===== config.mk =====
export PLATFORM = sky130hd
export DESIGN_NAME = melody_tone_sequencer_top
export DESIGN_NICKNAME = d
export VERILOG_FILES = /design/src/sv/mts_pkg.sv /design/src/sv/mts_ram.sv /design/src/sv/mts_cfg.sv /design/src/sv/melody_tone_sequencer_top.sv
export VERILOG_INCLUDE_DIRS = /design/src /design/src/sv
export SDC_FILE = /design/constraint.sdc
export NUM_CORES = 2
export LEC_CHECK = 0
export BUFFER_PORTS_ARGS = -buffer_cell sky130_fd_sc_hd__buf_2
export CAP_MARGIN = 20
export CORE_ASPECT_RATIO = 2
export CORE_MARGIN = 2
export CORE_UTILIZATION = 50
export CTS_CLUSTER_DIAMETER = 40
export CTS_CLUSTER_SIZE = 10
export DETAILED_ROUTE_END_ITERATION = 6
export GPL_TIMING_DRIVEN = 0
export PLACE_DENSITY = 0.71
export SLEW_MARGIN = 20
export SYNTH_ARGS = -nofsm -noshare
export SYNTH_HDL_FRONTEND = slang
export SYNTH_SLANG_ARGS = --single-unit

===== constraint.sdc =====
create_clock -name clk -period 5.02 [get_ports clk]
set_input_delay 1.004 -clock clk [delete_from_list [all_inputs] [get_ports clk]]
set_output_delay 1.004 -clock clk [all_outputs]
set_load 0.01 [all_outputs]

===== src/sv/melody_tone_sequencer_top_macros.svh =====
// Assertion macros for the melody tone sequencer.
// Included by melody_tone_sequencer_top; empty when SYNTHESIS is defined.
`ifndef MELODY_TONE_SEQUENCER_TOP_MACROS_SVH
`define MELODY_TONE_SEQUENCER_TOP_MACROS_SVH
`ifndef SYNTHESIS
`define MTS_ASSERT_ALWAYS(lbl, clk, rstn, prop) \
  lbl: assert property (@(posedge clk) disable iff (!rstn) (prop)) \
    else $error("melody tone sequencer: invariant violated");
`define MTS_ASSERT_NEXT(lbl, clk, rstn, ante, cons) \
  lbl: assert property (@(posedge clk) disable iff (!rstn) (ante) |=> (cons)) \
    else $error("melody tone sequencer: sequence violated");
`else
`define MTS_ASSERT_ALWAYS(lbl, clk, rstn, prop)
`define MTS_ASSERT_NEXT(lbl, clk, rstn, ante, cons)
`endif
`endif


===== src/sv/mts_pkg.sv =====
// Shared types, codes and constants of the melody tone sequencer.
// No dependencies; used by mts_cfg and melody_tone_sequencer_top.
package mts_pkg;

  localparam int NOTE_DEPTH_DEF    = 64;
  localparam int SONG_PICK_PRESSES = 2;
  localparam int NOTE_W            = 24;
  localparam int START_SPAN        = 64;
  localparam int CFG_IDX_W         = 3;
  localparam int CFG_DATA_W        = 8;

  localparam logic [2:0] FUNC_TICK   = 3'd0;
  localparam logic [2:0] FUNC_SELECT = 3'd1;
  localparam logic [2:0] FUNC_KNOCK  = 3'd2;
  localparam logic [2:0] FUNC_PAUSE  = 3'd3;
  localparam logic [2:0] FUNC_WRITE  = 3'd4;

  localparam logic [CFG_IDX_W-1:0] CFG_FIRST_START   = 3'd0;
  localparam logic [CFG_IDX_W-1:0] CFG_FIRST_LENGTH  = 3'd1;
  localparam logic [CFG_IDX_W-1:0] CFG_SECOND_START  = 3'd2;
  localparam logic [CFG_IDX_W-1:0] CFG_SECOND_LENGTH = 3'd3;
  localparam logic [CFG_IDX_W-1:0] CFG_WINDOW_TICKS  = 3'd4;
  localparam logic [CFG_IDX_W-1:0] CFG_SETTLE_TICKS  = 3'd5;

  localparam logic [5:0] RST_FIRST_START   = 6'd0;
  localparam logic [6:0] RST_FIRST_LENGTH  = 7'd30;
  localparam logic [5:0] RST_SECOND_START  = 6'd30;
  localparam logic [6:0] RST_SECOND_LENGTH = 7'd26;
  localparam logic [7:0] RST_WINDOW_TICKS  = 8'd8;
  localparam logic [7:0] RST_SETTLE_TICKS  = 8'd2;

  typedef struct packed {
    logic [2:0]  func;
    logic [5:0]  note_addr;
    logic [15:0] note_period;
    logic [7:0]  note_ticks;
  } in_item_t;

  typedef struct packed {
    logic [15:0] tone_period;
    logic        relay_on;
    logic        select_enable;
    logic        listen_enable;
    logic        is_playing;
    logic        song_active;
  } out_item_t;

  typedef struct packed {
    logic [5:0] first_song_start;
    logic [6:0] first_song_length;
    logic [5:0] second_song_start;
    logic [6:0] second_song_length;
    logic [7:0] window_ticks;
    logic [7:0] settle_ticks;
  } cfg_regs_t;

  typedef enum logic [2:0] {
    S_IDLE,
    S_EXEC,
    S_START,
    S_ADV,
    S_RESUME,
    S_PUSH
  } state_t;

endpackage


===== src/sv/mts_ram.sv =====
// Generic single-port-write, single-port-read RAM with registered read data.
// No dependencies; holds the note store.
module mts_ram #(
  parameter int WIDTH = 24,
  parameter int DEPTH = 64,
  localparam int AW = $clog2(DEPTH)
) (
  input  logic             clk,
  input  logic             we,
  input  logic [AW-1:0]    waddr,
  input  logic [WIDTH-1:0] wdata,
  input  logic             re,
  input  logic [AW-1:0]    raddr,
  output logic [WIDTH-1:0] rdata
);

  logic [WIDTH-1:0] mem [DEPTH];

  always_ff @(posedge clk) begin
    if (we) begin
      mem[waddr] <= wdata;
    end
    if (re) begin
      rdata <= mem[raddr];
    end
  end

endmodule


===== src/sv/mts_cfg.sv =====
// Configuration register file of the melody tone sequencer.
// Depends on mts_pkg for the register struct, indexes and reset values.
module mts_cfg (
  input  logic                           clk,
  input  logic                           rst_n,
  input  logic                           cfg_valid,
  output logic                           cfg_ready,
  input  logic [mts_pkg::CFG_IDX_W-1:0]  cfg_index,
  input  logic [mts_pkg::CFG_DATA_W-1:0] cfg_data,
  output mts_pkg::cfg_regs_t             regs
);
  import mts_pkg::*;

  cfg_regs_t regs_r;
  cfg_regs_t regs_nxt;

  assign cfg_ready = 1'b1;
  assign regs      = regs_r;

  always_comb begin
    regs_nxt = regs_r;
    if (cfg_valid) begin
      case (cfg_index)
        CFG_FIRST_START:   regs_nxt.first_song_start   = cfg_data[5:0];
        CFG_FIRST_LENGTH:  regs_nxt.first_song_length  = cfg_data[6:0];
        CFG_SECOND_START:  regs_nxt.second_song_start  = cfg_data[5:0];
        CFG_SECOND_LENGTH: regs_nxt.second_song_length = cfg_data[6:0];
        CFG_WINDOW_TICKS:  regs_nxt.window_ticks       = cfg_data;
        CFG_SETTLE_TICKS:  regs_nxt.settle_ticks       = cfg_data;
        default: ;
      endcase
    end
  end

  always_ff @(posedge clk) begin
    if (!rst_n) begin
      regs_r.first_song_start   <= RST_FIRST_START;
      regs_r.first_song_length  <= RST_FIRST_LENGTH;
      regs_r.second_song_start  <= RST_SECOND_START;
      regs_r.second_song_length <= RST_SECOND_LENGTH;
      regs_r.window_ticks       <= RST_WINDOW_TICKS;
      regs_r.settle_ticks       <= RST_SETTLE_TICKS;
    end else begin
      regs_r <= regs_nxt;
    end
  end

endmodule


===== src/sv/melody_tone_sequencer_top.sv =====
// From item acceptance to a valid result the sequencer steps through an execute state, one
// state per note store read (song start, note advance, resume) and an output load state
// that waits for a free output slot. Items are taken only when idle, as the sequencer steps
// through the single read port of the note store; a new item is taken while the last result waits.
// Reset (rst_n low at a clock edge) clears all control state and configuration; the note
// store keeps its contents and is undefined until written.
`include "melody_tone_sequencer_top_macros.svh"
module melody_tone_sequencer_top #(
  parameter int NOTE_DEPTH = mts_pkg::NOTE_DEPTH_DEF
) (
  input  logic                           clk,
  input  logic                           rst_n,
  input  logic                           in_valid,
  output logic                           in_ready,
  input  mts_pkg::in_item_t              in_data,
  output logic                           out_valid,
  input  logic                           out_ready,
  output mts_pkg::out_item_t             out_data,
  input  logic                           cfg_valid,
  output logic                           cfg_ready,
  input  logic [mts_pkg::CFG_IDX_W-1:0]  cfg_index,
  input  logic [mts_pkg::CFG_DATA_W-1:0] cfg_data
);
  import mts_pkg::*;

  localparam int AW = $clog2(NOTE_DEPTH);

  cfg_regs_t cfg_regs;

  state_t state_r, state_nxt;
  in_item_t item_r;

  logic          playing_r, playing_nxt;
  logic          active_r, active_nxt;
  logic [AW-1:0] ptr_r, ptr_nxt;
  logic [6:0]    notes_r, notes_nxt;
  logic [7:0]    hold_r, hold_nxt;
  logic [15:0]   tone_r, tone_nxt;
  logic          relay_r, relay_nxt;
  logic          select_r, select_nxt;
  logic          listen_r, listen_nxt;
  logic          counting_r, counting_nxt;
  logic          pending_r, pending_nxt;
  logic [7:0]    press_r, press_nxt;
  logic [7:0]    window_r, window_nxt;
  logic [7:0]    settle_r, settle_nxt;
  logic          out_valid_r, out_valid_nxt;
  out_item_t     out_data_r, out_data_nxt;

  logic              ram_we;
  logic [AW-1:0]     ram_waddr;
  logic [NOTE_W-1:0] ram_wdata;
  logic              ram_re;
  logic [AW-1:0]     ram_raddr;
  logic [NOTE_W-1:0] ram_rdata;
  logic [15:0]       rd_period;
  logic [7:0]        rd_ticks;

  logic [AW-1:0] start_wrap [START_SPAN];
  logic [AW-1:0] ptr_inc;
  logic          pick_second;
  logic [5:0]    start_idx;
  logic [AW-1:0] start_ptr;
  logic [6:0]    start_len;
  logic          slot_free;
  logic          go_start, go_adv, go_resume;

  mts_cfg u_cfg (
    .clk       (clk),
    .rst_n     (rst_n),
    .cfg_valid (cfg_valid),
    .cfg_ready (cfg_ready),
    .cfg_index (cfg_index),
    .cfg_data  (cfg_data),
    .regs      (cfg_regs)
  );

  // Accesses are sequenced per item, so a read never overlaps a write to the same entry.
  mts_ram #(
    .WIDTH (NOTE_W),
    .DEPTH (NOTE_DEPTH)
  ) u_note_ram (
    .clk   (clk),
    .we    (ram_we),
    .waddr (ram_waddr),
    .wdata (ram_wdata),
    .re    (ram_re),
    .raddr (ram_raddr),
    .rdata (ram_rdata)
  );

  for (genvar gi = 0; gi < START_SPAN; gi++) begin : g_wrap
    assign start_wrap[gi] = AW'(gi % NOTE_DEPTH);
  end

  assign rd_period   = ram_rdata[NOTE_W-1 -: 16];
  assign rd_ticks    = ram_rdata[7:0];
  assign ptr_inc     = (ptr_r == AW'(NOTE_DEPTH - 1)) ? '0 : ptr_r + AW'(1);
  assign pick_second = press_r >= 8'(SONG_PICK_PRESSES);
  assign start_idx   = pick_second ? cfg_regs.second_song_start : cfg_regs.first_song_start;
  assign start_len   = pick_second ? cfg_regs.second_song_length : cfg_regs.first_song_length;
  assign start_ptr   = start_wrap[start_idx];
  assign slot_free   = !out_valid_r || out_ready;

  assign in_ready  = (state_r == S_IDLE);
  assign out_valid = out_valid_r;
  assign out_data  = out_data_r;

  always_comb begin
    state_nxt = state_r;
    case (state_r)
      S_IDLE: begin
        if (in_valid) begin
          state_nxt = S_EXEC;
        end
      end
      S_EXEC: begin
        if (go_start) begin
          state_nxt = S_START;
        end else if (go_adv) begin
          state_nxt = S_ADV;
        end else if (go_resume) begin
          state_nxt = S_RESUME;
        end else begin
          state_nxt = S_PUSH;
        end
      end
      S_START: begin
        state_nxt = go_adv ? S_ADV : S_PUSH;
      end
      S_ADV:    state_nxt = S_PUSH;
      S_RESUME: state_nxt = S_PUSH;
      S_PUSH: begin
        if (slot_free) begin
          state_nxt = S_IDLE;
        end
      end
      default: state_nxt = S_IDLE;
    endcase
  end

  always_comb begin
    playing_nxt   = playing_r;
    active_nxt    = active_r;
    ptr_nxt       = ptr_r;
    notes_nxt     = notes_r;
    hold_nxt      = hold_r;
    tone_nxt      = tone_r;
    relay_nxt     = relay_r;
    select_nxt    = select_r;
    listen_nxt    = listen_r;
    counting_nxt  = counting_r;
    pending_nxt   = pending_r;
    press_nxt     = press_r;
    window_nxt    = window_r;
    settle_nxt    = settle_r;
    out_valid_nxt = out_valid_r && !out_ready;
    out_data_nxt  = out_data_r;
    ram_we        = 1'b0;
    ram_waddr     = AW'(item_r.note_addr);
    ram_wdata     = {item_r.note_period, item_r.note_ticks};
    ram_re        = 1'b0;
    ram_raddr     = ptr_inc;
    go_start      = 1'b0;
    go_adv        = 1'b0;
    go_resume     = 1'b0;

    case (state_r)
      S_EXEC: begin
        case (item_r.func)
          FUNC_TICK: begin
            if (counting_r) begin
              if (window_r >= cfg_regs.window_ticks) begin
                window_nxt   = '0;
                counting_nxt = 1'b0;
                go_start     = 1'b1;
                ptr_nxt      = start_ptr;
                notes_nxt    = start_len;
                ram_re       = 1'b1;
                ram_raddr    = start_ptr;
              end else begin
                window_nxt = window_r + 8'd1;
                if (pending_r) begin
                  if (press_r != 8'hFF) begin
                    press_nxt = press_r + 8'd1;
                  end
                  pending_nxt = 1'b0;
                end
              end
            end
            if (!go_start) begin
              if (playing_r) begin
                if (hold_r == '0) begin
                  if (notes_r <= 7'd1) begin
                    notes_nxt   = '0;
                    playing_nxt = 1'b0;
                    active_nxt  = 1'b0;
                    tone_nxt    = '0;
                    relay_nxt   = 1'b0;
                    select_nxt  = 1'b1;
                    if (settle_r >= cfg_regs.settle_ticks) begin
                      listen_nxt = 1'b1;
                    end else begin
                      settle_nxt = settle_r + 8'd1;
                    end
                  end else begin
                    notes_nxt  = notes_r - 7'd1;
                    ptr_nxt    = ptr_inc;
                    ram_re     = 1'b1;
                    go_adv     = 1'b1;
                    settle_nxt = '0;
                  end
                end else begin
                  hold_nxt   = hold_r - 8'd1;
                  settle_nxt = '0;
                end
              end else if (settle_r >= cfg_regs.settle_ticks) begin
                listen_nxt = 1'b1;
              end else begin
                settle_nxt = settle_r + 8'd1;
              end
            end
          end
          FUNC_SELECT, FUNC_KNOCK: begin
            if ((item_r.func == FUNC_SELECT) ? select_r : listen_r) begin
              if (!counting_r) begin
                press_nxt    = '0;
                counting_nxt = 1'b1;
              end
              pending_nxt = 1'b1;
            end
          end
          FUNC_PAUSE: begin
            if (active_r) begin
              if (playing_r) begin
                tone_nxt    = '0;
                relay_nxt   = 1'b0;
                select_nxt  = 1'b1;
                playing_nxt = 1'b0;
              end else begin
                go_resume = 1'b1;
                ram_re    = 1'b1;
                ram_raddr = ptr_r;
              end
            end
          end
          FUNC_WRITE: begin
            if (32'(item_r.note_addr) < NOTE_DEPTH) begin
              ram_we = 1'b1;
            end
          end
          default: ;
        endcase
      end
      S_START: begin
        relay_nxt   = 1'b1;
        listen_nxt  = 1'b0;
        select_nxt  = 1'b0;
        tone_nxt    = rd_period;
        playing_nxt = 1'b1;
        active_nxt  = 1'b1;
        hold_nxt    = rd_ticks;
        if (rd_ticks == '0) begin
          if (notes_r <= 7'd1) begin
            notes_nxt   = '0;
            playing_nxt = 1'b0;
            active_nxt  = 1'b0;
            tone_nxt    = '0;
            relay_nxt   = 1'b0;
            select_nxt  = 1'b1;
            if (settle_r >= cfg_regs.settle_ticks) begin
              listen_nxt = 1'b1;
            end else begin
              settle_nxt = settle_r + 8'd1;
            end
          end else begin
            notes_nxt  = notes_r - 7'd1;
            ptr_nxt    = ptr_inc;
            ram_re     = 1'b1;
            go_adv     = 1'b1;
            settle_nxt = '0;
          end
        end else begin
          hold_nxt   = rd_ticks - 8'd1;
          settle_nxt = '0;
        end
      end
      S_ADV: begin
        hold_nxt = rd_ticks;
        tone_nxt = rd_period;
      end
      S_RESUME: begin
        relay_nxt   = 1'b1;
        listen_nxt  = 1'b0;
        select_nxt  = 1'b0;
        tone_nxt    = rd_period;
        playing_nxt = 1'b1;
      end
      S_PUSH: begin
        if (slot_free) begin
          out_valid_nxt              = 1'b1;
          out_data_nxt.tone_period   = tone_r;
          out_data_nxt.relay_on      = relay_r;
          out_data_nxt.select_enable = select_r;
          out_data_nxt.listen_enable = listen_r;
          out_data_nxt.is_playing    = playing_r;
          out_data_nxt.song_active   = active_r;
        end
      end
      default: ;
    endcase
  end

  always_ff @(posedge clk) begin
    if (!rst_n) begin
      state_r     <= S_IDLE;
      playing_r   <= 1'b0;
      active_r    <= 1'b0;
      ptr_r       <= '0;
      notes_r     <= '0;
      hold_r      <= '0;
      tone_r      <= '0;
      relay_r     <= 1'b0;
      select_r    <= 1'b1;
      listen_r    <= 1'b1;
      counting_r  <= 1'b0;
      pending_r   <= 1'b0;
      press_r     <= '0;
      window_r    <= '0;
      settle_r    <= '0;
      out_valid_r <= 1'b0;
    end else begin
      state_r     <= state_nxt;
      playing_r   <= playing_nxt;
      active_r    <= active_nxt;
      ptr_r       <= ptr_nxt;
      notes_r     <= notes_nxt;
      hold_r      <= hold_nxt;
      tone_r      <= tone_nxt;
      relay_r     <= relay_nxt;
      select_r    <= select_nxt;
      listen_r    <= listen_nxt;
      counting_r  <= counting_nxt;
      pending_r   <= pending_nxt;
      press_r     <= press_nxt;
      window_r    <= window_nxt;
      settle_r    <= settle_nxt;
      out_valid_r <= out_valid_nxt;
    end
  end

  always_ff @(posedge clk) begin
    if (state_r == S_IDLE && in_valid) begin
      item_r <= in_data;
    end
    out_data_r <= out_data_nxt;
  end

  `MTS_ASSERT_ALWAYS(a_play_needs_active, clk, rst_n, !playing_r || active_r)
  `MTS_ASSERT_ALWAYS(a_play_drives_relay, clk, rst_n, !playing_r || (relay_r && !select_r && !listen_r))
  `MTS_ASSERT_NEXT(a_accept_executes, clk, rst_n, in_valid && in_ready, state_r == S_EXEC)
  `MTS_ASSERT_NEXT(a_push_loads_out, clk, rst_n, state_r == S_PUSH && slot_free, out_valid_r && state_r == S_IDLE)

endmodule

Word-level counts from Yosys, hierarchy flattened
Memories as Yosys holds them, arrays and structs flattened. A register that Yosys moved wholly into a read port is not among the register bits. Index checks and enable logic that the tools add are counted.

Equal/unequal tests: 41. Reduce and logical (&&, ||, !) cells: 38. Order comparisons: 5. Add/sub/neg operators: 7. Shifts and indexed selects: 0. Mux-type cells: 143. Bitwise logic cells: 1. Divide/modulo/power cells: 0. Multiply operators: 0.

Operators by type and width (count): $mux W8 (19); $mux W16 (8); $mux W6 (18); $mux W7 (9); $mux W1 (62); $pmux W16 S3 (1); $pmux W16 S2 (1); $pmux W8 S2 (2); $ne A2 B2 Y1 const B (15); $add A8 B1 Y8 const B (3); $ne A3 B3 Y1 const B (8); $pmux W6 S2 (2); $pmux W8 S3 (1); $reduce_and A8 Y1 (3); $eq A3 B2 Y1 const B (6); $pmux W1 S2 (9); $ge A8 B8 Y1 (2); $logic_not A8 Y1 (2); $reduce_and A2 Y1 (8); $sub A8 B1 Y8 const B (2); $eq A3 B3 Y1 const B (5); $mux W3 (5); $pmux W3 S5 (1); $reduce_and A5 Y1 (3); other kinds (23) (40).

ROM bits: 384. Output and inout port bits: 24. Memories kept: 2. Register bits after elaboration: 168. Memory bits (writable): 1536. Latch bits: 0. Logic and storage cells: 269. Input port bits: 49.

Memory list: u_note_ram.mem (words 64, bits a word 24, rd ports 1, clocked after Yosys merged registers in 1, wr ports 1, line mts_ram.sv:17) `logic [WIDTH-1:0] mem [DEPTH];`; (no name shown) (words 64, bits a word 6, rd ports 1, clocked after Yosys merged registers in 0, wr ports 0, line melody_tone_sequencer_top.sv:102) `assign start_ptr = start_wrap[start_idx];`.

Depth between registers and ports, before layout
Depth in word-level cells: 14. Gate-level depth with buffers: 18. Gate-level depth less buffers: 12.

By module
A second synthesis with hierarchy kept.

Cells, all modules: 3409. Area total of the unflattened synthesis: 67603.6 um^2.

Modules (own cells, without submodules): mts_ram (sequential area each 46844.9 um^2, area each 59570.9 um^2, cells an instance 2611, instances 1); melody_tone_sequencer_top (sequential area each 3062.9 um^2, area each 6392.4 um^2, cells an instance 639, instances 1); mts_cfg (sequential area each 840.8 um^2, area each 1640.3 um^2, cells an instance 159, instances 1).

Worst setup path after synthesis
OpenSTA, ideal clock, no wires.

Path type: register to register. From: register window_r[0]. To: register u_note_ram.rdata[9] (read register of u_note_ram.mem), data pin. Required time: 4745 ps. Arrival time: 3268 ps. Stages on the path, launching flop included: 17. Buffers on the path: 4. Path slack: 1477 ps. Clock period less this slack: 3543 ps. Setup time: 275 ps. Cell sequence: dfxtp_1 > inv_1 > ha_1 > nand2b_4 > a2111oi_4 > o211ai_1 > and2_1 > buf_2 > a211o_1 > buf_2 > buf_6 > buf_2 > nand2_1 > a21oi_1 > or4_1 > nor4_1 > o221ai_1.

Cells in the longest elaborated chain, start to end: 9. Elaborated cells between the ends (all ways): 15. Those cells by class: order compare: 1; mux: 14.

Ends and longest elaborated chain: start, declared (line melody_tone_sequencer_top.sv:45) `logic [7:0] window_r, window_nxt;`; start signal, assigned (line melody_tone_sequencer_top.sv:346) `window_r <= window_nxt;`; $ge A8 B8 Y1 (*) (line melody_tone_sequencer_top.sv:173) `if (window_r >= cfg_regs.window_ticks) begin`; $mux W1 (line melody_tone_sequencer_top.sv:173); $mux W1 (line melody_tone_sequencer_top.sv:172) `if (counting_r) begin`; $mux W1 (line melody_tone_sequencer_top.sv:194) `if (notes_r <= 7'd1) begin`; $mux W1 (line melody_tone_sequencer_top.sv:193) `if (hold_r == '0) begin`; $mux W1 (line melody_tone_sequencer_top.sv:192) `if (playing_r) begin`; $mux W1 (line melody_tone_sequencer_top.sv:191) `if (!go_start) begin`; $pmux W1 S2 (line melody_tone_sequencer_top.sv:170) `case (item_r.func)`; $pmux W1 S2 (line melody_tone_sequencer_top.sv:168) `case (state_r)`; end, declared (line mts_ram.sv:14) `output logic [WIDTH-1:0] rdata`.

Every way passes the cells marked *; elsewhere a longest branch is shown, timed or not. The select of a mux whose other input is x is not followed. A chain may end at the register's enable or synchronous reset.

Final worst setup path
From: register item_r[32] (netlist name). To: register u_note_ram.rdata[11] (read register of u_note_ram.mem), data pin.

Cells in the longest elaborated chain, start to end: 3. Elaborated cells between the ends (all ways): 6. Those cells by class: eq/ne: 1; mux: 4; reduce/logical: 1.

Ends and longest elaborated chain: start, declared (line melody_tone_sequencer_top.sv:31) `in_item_t item_r;`; start signal, assigned (line melody_tone_sequencer_top.sv:354) `item_r <= in_data;`; $eq A3 B2 Y1 or $logic_not A3 Y1 (tied branches) (line melody_tone_sequencer_top.sv:170); $pmux W1 S2 or $pmux W6 S2 (tied branches) (line melody_tone_sequencer_top.sv:170); $pmux W1 S2 or $mux W6 (tied branches) (line melody_tone_sequencer_top.sv:168).

Parallel ways exist; a longest one is shown, timed or not.

==> flow_summary.json <==
{
  "outcome": "complete, but fails checks",
  "violations": "DRC, setup timing",
  "p_int_uw": 23500,
  "synthArstFlopShare_pct": 0,
  "grt_max_degree": 34,
  "grt_pass1_wl_um": 330000,
  "yosysWarnings": 0,
  "clock_path_buffers": 4,
  "fin_setup_tns_ns": -0.391,
  "antenna_found_initial": 15,
  "clkTransAtPathRegs_ns": 0.06,
  "drt_iter0_drc": 5503,
  "htree_levels": 4,
  "die_h_um": 528,
  "finalPower_uw": 29500,
  "syn_inst": 4837,
  "min-delay-start": "in_data[21]",
  "fp-row-count": 192,
  "detail-route-antenna-nets": 0,
  "clkPwrFrac_pct": 43.5,
  "ys.flop_type": "edfxtp_1",
  "port-buffer-count": 70,
  "hp-class": "primary input to flip-flop",
  "die_area_mm2": 0.141,
  "grt_use_total_pct": 34.0,
  "routed_via_density": 6.46,
  "timing.final.crit_share_pct": 103,
  "num_vias": 45700,
  "critPathCaptureType": "flip-flop",
  "hpwl_um": 167000,
  "avgSynthCellArea_um2": 14.2,
  "critPathArrivalTime_ns": 5.70,
  "combPwrFrac_pct": 2.5,
  "cts_buffers": 203,
  "root_buffer": "clkbuf_16",
  "relSlewSlack_pct": 22.0,
  "min_period_ns": 5.16,
  "p_switching_uw": 6030,
  "synth-seq-cells": 1728,
  "sw_frac_of_total_pct": 20.4,
  "core_mm2": 0.137,
  "area_delta_synth_final_pct": 18.3,
  "wire_per_inst_um": 33.7,
  "required_ns": 5.56,
  "seqPwrFrac_pct": 54.0,
  "layout_setup_ws_ns": -0.136,
  "fill_cells": 9936,
  "cts_sinks": 1728,
  "crit_start": "item_r[32]",
  "wirelength_um": 238000,
  "start_util_pct": 50.3,
  "leakage_uw": 0.0269,
  "cp_max_fo": 10,
  "ir_worst_vdd_mv": 0.293,
  "clock_latency_ns": 0.86,
  "cts_tree": "built",
  "die_x_um": 266,
  "route.detailed.drc": 2,
  "powerDensity_mw_per_mm2": 363,
  "clock_skew_ns": 0.0643,
  "nNetsFinal": 5341,
  "ios": 73,
  "utilization_pct": 59.5,
  "worst_pin_slew_ns": 1.17,
  "slew_violations": 0,
  "grt_overflow": 0,
  "startpoint_type": "flip-flop",
  "r2r_start": "item_r[32]",
  "hold_viol": 0,
  "layout-drive-gt1-share_pct": 16.3,
  "ys_types": 75,
  "dr.pass1.iters": 7,
  "cap_violations": 0,
  "setup_viol": 9,
  "whs_ns": 0.320,
  "synth_nets": 4912,
  "grt_pass1_vias": 45300,
  "fmax_mhz": 194,
  "synth-edff-count": 1614,
  "dp_slack_ns": -0.999,
  "ys_seq_area_share_pct": 73.8,
  "crit_type": "flip-flop to flip-flop",
  "synthesis.area_mm2": 0.0688,
  "gp_congestion": 1.06
}
## cells by family after synthesis
| logic type | count (synthesis) | share of synthesized area [%] |
|---|---|---|
| xor+xnor | 21 | 0.267 |
| other cells | 1 | 0.00545 |
| buf+inv | 307 | 2.24 |
| compound gates | 765 | 6.94 |
| flops | 1728 | 73.8 |
| fa+ha+maj | 26 | 0.473 |
| simple gates | 1564 | 10.0 |
| mux | 425 | 6.24 |
## sequential cells by signal, indices dropped and copies added (netlist names), 6 cells and up
name / cells
ram_waddr: 6
tone_r: 16
notes_r: 7
hold_r: 8
settle_r: 8
press_r: 8
window_r: 8
ptr_r: 6
u_note_ram.rdata: 24
item_r: 27
u_note_ram.mem: 1536
u_cfg.regs: 42
out_data: 21
## per-layer routing
layer  wire length [um]  GRT usage [%]  vias up
li1                   -              -    19000
met1              67500           32.0    22400
met2             116000           56.9     3073
met3              21700           9.22     1175
met4              32900           36.5       10
met5                 65              0        -
## cells in the mapped netlist, drive strengths merged, types with 3 or more instances
master | count | share of area [%]
a2111oi | 19 | 0.27
a211o | 25 | 0.32
a211oi | 15 | 0.16
a21o | 10 | 0.11
a21oi | 340 | 2.5
a221oi | 7 | 0.11
a22oi | 25 | 0.27
a31oi | 66 | 0.60
a32oi | 25 | 0.32
and2 | 11 | 0.10
and3 | 11 | 0.10
buf | 183 | 1.6
clkbuf | 93 | 0.51
dfxtp | 114 | 3.3
edfxtp | 1614 | 70
ha | 26 | 0.47
inv | 31 | 0.17
mux2i | 422 | 6.1
mux4 | 3 | 0.098
nand2 | 972 | 5.3
nand2b | 16 | 0.16
nand3 | 192 | 1.5
nand3b | 7 | 0.076
nand4 | 21 | 0.19
nor2 | 182 | 1.0
nor2b | 10 | 0.091
nor3 | 44 | 0.35
nor3b | 5 | 0.071
nor4 | 31 | 0.38
o211ai | 6 | 0.065
o21a | 7 | 0.076
o21ai | 55 | 0.40
o21bai | 3 | 0.033
o221a | 3 | 0.049
o221ai | 46 | 0.59
o22ai | 101 | 0.92
or2 | 5 | 0.045
or3 | 10 | 0.091
or3b | 3 | 0.038
or4 | 39 | 0.43
xnor2 | 5 | 0.064
xor2 | 16 | 0.20
## final timing paths
| kind | depth (start not counted) | slack (ns) | to |
|---|---|---|---|
| min reg2reg | 0 | 0.44 | out_data[4] |
| min | 1 | 0.32 | item_r[21] |
| max reg2reg | 11 | -0.14 | u_note_ram.rdata[11] |
| max | 11 | -0.14 | u_note_ram.rdata[11] |
## metrics by stage
step | cell area (um^2) | instances
2_1_floorplan | 68800 | 4837
4_1_cts | 81000 | 7057
5_1_grt | 81300 | 7061
6_report | 81400 | 7067
3_3_place_gp | 71300 | 6653
3_5_place_dp | 74600 | 6800
## power by group through the flow
stage	logic, uW	clock network (uW)	registers, uW
finish	741	12900	15900
global route	760	13400	15900
CTS	715	12800	15900
detailed placement	711	0	16200
global placement	309	0	16500
floorplan	184	0	16300
## final cells by class
type,instances,area (um^2),share of cell area [%]
antenna,7,17.5,0.0215
buffer,273,1670,2.05
clock buffer,238,5320,6.53
clock inverter,15,168,0.206
inverter,31,116,0.143
multi-input combinational,2802,18000,22.1
sequential,1728,50700,62.4
tap,1746,2180,2.68
timing repair buffer,227,3170,3.90
## repair_timing
item | in CTS | in global routing
gates resized for setup | 186 | 80
buffers inserted | 5 | 4
setup endpoints to repair | 24 | 24
hold buffers | 0 | 0
pin swaps | 3 | 15
## placed cells by master, fill, tap and decap left out, types with 92 or more instances in the layout
cell type,n
a21oi_1,339
buf_2,159
clkbuf_1,92
clkbuf_16,207
dfxtp_1,114
edfxtp_1,1614
mux2i_1,419
nand2_1,968
nand3_1,173
nor2_1,113
o22ai_1,95
## worst max-delay path, cell delays in order (launching register included)
cell and delay [ns]:
edfxtp_1 0.46, buf_6 0.18, nor3_4 0.48, nand3_4 0.17
or4_4 0.56, nand3_1 0.29, o221a_2 0.60, nor2_1 0.33
clkbuf_2 0.38, a2111oi_2 0.74, a211o_1 0.36, o221ai_1 0.25
(Power assumes the default switching activity.)
